[src/sv/iefs_pkg.sv]
package iefs_pkg;

  typedef enum logic {
    CMD_PUSH = 1'b0,
    CMD_POP  = 1'b1
  } cmd_e;

  typedef enum logic [1:0] {
    ST_PUSHED  = 2'd0,
    ST_DROPPED = 2'd1,
    ST_POPPED  = 2'd2,
    ST_EMPTY   = 2'd3
  } status_e;

  localparam int unsigned SrcW  = 8;
  localparam int unsigned VecW  = 8;
  localparam int unsigned TimeW = 64;
  localparam int unsigned LatW  = 32;
  localparam int unsigned CntW  = 32;

  typedef struct packed {
    logic [SrcW-1:0]  source;
    logic [VecW-1:0]  vector;
    logic [TimeW-1:0] ts;
    logic [LatW-1:0]  latency;
  } rec_t;

endpackage

[src/sv/interrupt_event_fifo_with_stats_unit.sv]
// Ring queue of deferred interrupt records with statistics. Each input beat is
// a push (store source, vector, timestamp and entry latency, or drop when the
// queue holds QUEUE_DEPTH records) or a pop (return the oldest record, or
// report empty). Records live in one memory of QUEUE_DEPTH entries with a
// registered read port. The block takes one beat per cycle unless stalled and
// delivers its result in the cycle after acceptance, read from the memory
// at acceptance. A result that waits on out_stall_i holds off the next input
// beat. pending_count, peak_pending and the three saturating totals reflect
// the state after the beat that produced the result. QUEUE_DEPTH must be a
// power of two.
module interrupt_event_fifo_with_stats_unit #(
  parameter int unsigned QUEUE_DEPTH = 16
) (
  input  logic                               clk_i,
  input  logic                               rst_ni,
  input  logic                               in_valid_i,
  output logic                               in_stall_o,
  input  logic                               command_i,
  input  logic [7:0]                         irq_source_i,
  input  logic [7:0]                         irq_vector_i,
  input  logic [63:0]                        capture_time_i,
  input  logic [31:0]                        entry_latency_i,
  output logic                               out_valid_o,
  input  logic                               out_stall_i,
  output iefs_pkg::status_e                  status_o,
  output logic [7:0]                         out_source_o,
  output logic [7:0]                         out_vector_o,
  output logic [63:0]                        out_time_o,
  output logic [31:0]                        out_latency_o,
  output logic [$clog2(QUEUE_DEPTH):0]       pending_count_o,
  output logic [$clog2(QUEUE_DEPTH):0]       peak_pending_o,
  output logic [31:0]                        queued_total_o,
  output logic [31:0]                        dispatched_total_o,
  output logic [31:0]                        dropped_total_o
);
  import iefs_pkg::*;

  localparam int unsigned AddrW = $clog2(QUEUE_DEPTH);
  localparam int unsigned PtrW  = AddrW + 1;

  logic [PtrW-1:0] wr_ptr_q, wr_ptr_d, rd_ptr_q, rd_ptr_d;
  logic [PtrW-1:0] peak_q, peak_d;
  logic [PtrW-1:0] pending, pending_inc;
  logic [CntW-1:0] queued_q, queued_d, disp_q, disp_d, drop_q, drop_d;
  logic            out_valid_q, out_valid_d;
  status_e         status_q, status_d;
  rec_t            mem_q [QUEUE_DEPTH];
  rec_t            rdata_q, wr_rec;
  logic            in_fire, is_push, full, empty, wr_en, rd_en;

  assign in_stall_o  = out_valid_q & out_stall_i;
  assign in_fire     = in_valid_i & ~in_stall_o;
  assign is_push     = (cmd_e'(command_i) == CMD_PUSH);
  assign pending     = wr_ptr_q - rd_ptr_q;
  assign pending_inc = pending + PtrW'(1);
  assign full        = (pending == PtrW'(QUEUE_DEPTH));
  assign empty       = (pending == '0);
  assign wr_en       = in_fire & is_push & ~full;
  assign rd_en       = in_fire & ~is_push & ~empty;

  assign wr_rec = '{source: irq_source_i, vector: irq_vector_i,
                    ts: capture_time_i, latency: entry_latency_i};

  always_comb begin
    wr_ptr_d    = wr_ptr_q;
    rd_ptr_d    = rd_ptr_q;
    peak_d      = peak_q;
    queued_d    = queued_q;
    disp_d      = disp_q;
    drop_d      = drop_q;
    status_d    = status_q;
    out_valid_d = out_valid_q & out_stall_i;
    if (in_fire) begin
      out_valid_d = 1'b1;
      if (is_push) begin
        if (full) begin
          status_d = ST_DROPPED;
          if (drop_q != '1) drop_d = drop_q + CntW'(1);
        end else begin
          status_d = ST_PUSHED;
          wr_ptr_d = wr_ptr_q + PtrW'(1);
          if (queued_q != '1) queued_d = queued_q + CntW'(1);
          if (pending_inc > peak_q) peak_d = pending_inc;
        end
      end else begin
        if (empty) begin
          status_d = ST_EMPTY;
        end else begin
          status_d = ST_POPPED;
          rd_ptr_d = rd_ptr_q + PtrW'(1);
          if (disp_q != '1) disp_d = disp_q + CntW'(1);
        end
      end
    end
  end

  always_ff @(posedge clk_i or negedge rst_ni) begin
    if (!rst_ni) begin
      wr_ptr_q    <= '0;
      rd_ptr_q    <= '0;
      peak_q      <= '0;
      queued_q    <= '0;
      disp_q      <= '0;
      drop_q      <= '0;
      status_q    <= ST_PUSHED;
      out_valid_q <= 1'b0;
    end else begin
      wr_ptr_q    <= wr_ptr_d;
      rd_ptr_q    <= rd_ptr_d;
      peak_q      <= peak_d;
      queued_q    <= queued_d;
      disp_q      <= disp_d;
      drop_q      <= drop_d;
      status_q    <= status_d;
      out_valid_q <= out_valid_d;
    end
  end

  // Record store: read data holds until the next pop from a non-empty queue is accepted.
  always_ff @(posedge clk_i) begin
    if (wr_en) mem_q[wr_ptr_q[AddrW-1:0]] <= wr_rec;
    if (rd_en) rdata_q <= mem_q[rd_ptr_q[AddrW-1:0]];
  end

  assign out_valid_o        = out_valid_q;
  assign status_o           = status_q;
  assign out_source_o       = (status_q == ST_POPPED) ? rdata_q.source  : '0;
  assign out_vector_o       = (status_q == ST_POPPED) ? rdata_q.vector  : '0;
  assign out_time_o         = (status_q == ST_POPPED) ? rdata_q.ts      : '0;
  assign out_latency_o      = (status_q == ST_POPPED) ? rdata_q.latency : '0;
  assign pending_count_o    = pending;
  assign peak_pending_o     = peak_q;
  assign queued_total_o     = queued_q;
  assign dispatched_total_o = disp_q;
  assign dropped_total_o    = drop_q;

  a_pending_bound: assert property (@(posedge clk_i) disable iff (!rst_ni)
    pending <= PtrW'(QUEUE_DEPTH))
    else $error("pending count exceeds queue depth");

  a_peak_covers: assert property (@(posedge clk_i) disable iff (!rst_ni)
    peak_q >= pending)
    else $error("peak below current pending count");

  a_push_advances: assert property (@(posedge clk_i) disable iff (!rst_ni)
    wr_en |=> (wr_ptr_q == $past(wr_ptr_q) + PtrW'(1)) && (status_q == ST_PUSHED))
    else $error("accepted push did not advance write pointer");

  a_drop_holds_ptr: assert property (@(posedge clk_i) disable iff (!rst_ni)
    (in_fire && is_push && full) |=> $stable(wr_ptr_q) && (status_q == ST_DROPPED))
    else $error("dropped push changed write pointer");

endmodule
[config.mk]
export PLATFORM = sky130hd
export DESIGN_NAME = interrupt_event_fifo_with_stats_unit
export DESIGN_NICKNAME = d
export VERILOG_FILES = /design/src/sv/iefs_pkg.sv /design/src/sv/interrupt_event_fifo_with_stats_unit.sv
export SDC_FILE = /design/constraint.sdc
export NUM_CORES = 2
export LEC_CHECK = 0
export BUFFER_PORTS_ARGS = -buffer_cell sky130_fd_sc_hd__buf_2
export CAP_MARGIN = 20
export CELL_PAD_IN_SITES_DETAIL_PLACEMENT = 0
export CELL_PAD_IN_SITES_GLOBAL_PLACEMENT = 1
export CORE_MARGIN = 10
export CORE_UTILIZATION = 61
export CTS_BUF_LIST = sky130_fd_sc_hd__clkbuf_4 sky130_fd_sc_hd__clkbuf_8
export CTS_CLUSTER_DIAMETER = 100
export DETAILED_ROUTE_END_ITERATION = 8
export PLACE_DENSITY = 0.87
export SYNTH_ARGS = -nofsm -noshare
export SYNTH_HDL_FRONTEND = slang
export SYNTH_SLANG_ARGS = --single-unit
[constraint.sdc]
create_clock -name clk_i -period 32.3 [get_ports clk_i]
set_input_delay 6.46 -clock clk_i [delete_from_list [all_inputs] [get_ports clk_i]]
set_output_delay 6.46 -clock clk_i [all_outputs]
set_load 0.01 [all_outputs]
==> key figures <==
Outcome
  – Status: finished, final reports clean

Route
  – DR vias: 36247
  – Initial DRC count: 4066
  – Drt via density: 6.31
  – Final wirelength: 168 mm
  – Final ANT Viol Nets: 0
  – Detailed-route DRC error count: 0
  – Avg WL per Cell: 29.3 um
  – Pre-Repair DR Iteration Count: 5

Setup path
  – Kind of end point of the critical path: output port
  – Worst reg2reg path startpoint: rd_ptr_q[0]$_DFFE_PN0P_
  – Req. time, crit path: 25.84 ns
  – CP Launch Point: out_stall_i
  – Crit Path Max Fanout: 3
  – Critical path class: primary input to output port
  – CP Launch Type: primary input
  – Crit path DAT: 6.87 ns

Min path
  – Hold Path Class: flip-flop to flip-flop
  – Hold path startpoint: dispatched_total_o[20]$_DFFE_PN0P_

Yosys
  – Ys flop type: edfxtp_1
  – Yosys warns: 0
  – Synth Instances: 3272
  – Yosys cell types: 58
  – Largest family of logic cells by synthesized area: multiplexers
  – Seq cells post-synth: 2018
  – Sequential area share after synthesis: 77.9%
  – Synth Cell Area: 0.0770 mm2
  – Synth Area in XOR/XNOR: 1.20%
  – Post-synth EDFFs: 1904
  – Syn Area/Cell: 23.5 um2
  – Post-synthesis simple-gate area fraction: 2.79%
  – Mapped Nets: 3409
  – Post-synth ARST share: 5.65%
  – Compound-Gate Fraction of Synth Area: 0.281%
  – Mux cell area share after synthesis: 16.5%
  – Adder-cell area share of the yosys netlist: 0.335%

Clock tree
  – CTS clock-pin slew for the worst setup and hold paths: 0.06 ns
  – CTS resizes: 0
  – Clock net sink count: 2018
  – Longest Clk Path Bufs: 4
  – CTS buffer count: 323
  – CTS H-tree lvls: 5
  – CTS tree: done
  – Root buffer cell: clkbuf_8
  – Post-CTS setup buffer count: 0
  – Worst-Skew Late Latency: 1.00 ns
  – Hold-fix buffers at CTS: 0

Floorplanning
  – Die ar.: 0.141 mm2
  – Core ar.: 0.126 mm2
  – I/O pin cnt: 339
  – FP Rows: 130
  – Die height: 375 um
  – Starting Density: 61.3%
  – Die span in x: 375 um

Global route
  – Number of global-route vias before repair: 37393
  – Initial antenna violation count: 51
  – Global route overflow: 0
  – First-pass GRT wire length: 248 mm
  – Largest net degree at the start of global routing: 148
  – Tot GR Track Use: 24.0%

Power
  – PwrDens: 79.7 mW/mm2
  – Switch Pwr: 1.87 mW
  – P_leak: 28.6 nW
  – Clock network fraction of total power: 30.0%
  – Net Sw Frac: 27.1%
  – Int Pwr: 5.05 mW
  – VDD IR max: 0.0959 mV
  – Sequential share of power: 45.6%
  – Comb power frac: 24.4%

Finish
  – Share of layout cells above drive strength 1: 36.8%
  – Non-Filler Instances: 5742
  – Most frequent cells in the layout: edfxtp_1 (1904), mux4_2 (560), buf_2 (337), clkbuf_8 (331), and2_1 (120)
  – Commonest non-fill, non-tap cell in the layout: edfxtp_1
  – Fin area: 0.0870 mm2
  – Final nets: 3978
  – Final Util: 69.3%
  – Area delta synth->final: 12.9%

Timing
  – Slew Limit Fails: 0
  – Max Freq: 0.0750 GHz
  – Max transition margin: 24.7%
  – Crit path time final: 13.33 ns
  – Period utilization: 41.3%
  – RSZ-0062 raised after global routing: no
  – Worst Slack Setup Final: 18.97 ns
  – Skew final: 0.0467 ns
  – Worst slew pin tran: 1.13 ns
  – Fin. Hold Viols: 0
  – Setup TNS: 0 ns
  – Final setup viols: 0

Placement
  – Inst Count DP: 5165
  – Worst Setup Slack post-DPL: 18.98 ns
  – Placer Congestion: 0.771
  – HPWL Detailed: 86.0 mm
  – Port bufs: 338
  – Placed instance area: 0.0808 mm2

Job
  – Max-Cap Viols: 0
[synthesized netlist by cell type, types with 5 or more instances]
master    instances  share of area (%)
ha_1             19               0.31
and4_1           10               0.11
edfxtp_1       1904                 74
nor4_1            5              0.041
clkbuf_1         83               0.40
nand2_1          43               0.21
mux4_2          560                 16
dfrtp_1         114                3.7
nand4_1          47               0.38
xor2_1           17               0.19
nor3_1           16               0.10
and3_1           22               0.18
nor2_1           29               0.14
inv_1            16              0.078
nor2_2            5              0.041
mux2_2           10               0.15
buf_1            19              0.093
and2_1          120               0.97
xnor2_1          87               0.99
nand3_1          45               0.29
buf_2            48               0.31
[sequential cells by signal (all words and copies together), names as in the netlist, 2 cells and up]
signal              cells
dropped_total_o        32
peak_pending_o          5
rdata_q               112
wr_ptr_q                5
rd_ptr_q                5
dispatched_total_o     32
status_o                2
queued_total_o         32
mem_q                1792
[worst max-delay path, stage by stage]
cell and delay (ns):
buf_2 0.10, and2_1 0.16, buf_2 0.15
[through the flow]
step / power, mW / hold slack, ns
2_1_floorplan: 4.45 / 0.460
3_3_place_gp: 4.90 / 0.476
3_5_place_dp: 4.93 / 0.484
4_1_cts: 7.00 / 0.492
5_1_grt: 7.22 / 0.513
6_report: 6.93 / 0.487
[per-layer routing]
layer  vias to the layer above  wire length [um]  GRT usage [%]
met1                     19053             65600           33.6
met4                        40              3770           7.43
met5                         -               250              0
met3                       298             16800           7.14
li1                      15017                 -              -
met2                      1839             81700           36.9
[power groups by stage]
stage	clock, mW	sequential (mW)	combinational, mW
after global placement	0	3.21	1.69
after floorplan	0	3.15	1.30
after CTS	2.12	3.16	1.72
after global routing	2.23	3.17	1.82
final	2.08	3.16	1.69
after detailed placement	0	3.22	1.71
[cells by family after synthesis]
kind of cell	count (synthesis)
flops	2018
mux	571
simple gates	369
buf+inv	169
xor+xnor	105
compound gates	20
fa+ha+maj	20
[final cells by class]
cell class / instances / area (um2)
Tap cell: 1650 / 2060
Fill cell: 7316 / 38600
Clock inverter: 117 / 712
Antenna cell: 19 / 47.5
Timing Repair Buffer: 395 / 2260
Clock buffer: 440 / 5370
Sequential cell: 2018 / 60000
Multi-Input combinational cell: 1085 / 16400
Inverter: 18 / 75.1
[final timing paths]
check,end,slack (ns),cells after the start
worst max-delay path,in_stall_o,18.97,3
worst min-delay path,dispatched_total_o[20]$_DFFE_PN0P_,0.49,1
worst max register to register,mem_q[1][61]$_DFFE_PP_,26.51,13
worst min register to register,dispatched_total_o[20]$_DFFE_PN0P_,0.49,1
max in group asynchronous,dropped_total_o[12]$_DFFE_PN0P_,25.53,2
min in group asynchronous,dispatched_total_o[9]$_DFFE_PN0P_,5.53,1
Power figures use the tool's default switching activity.
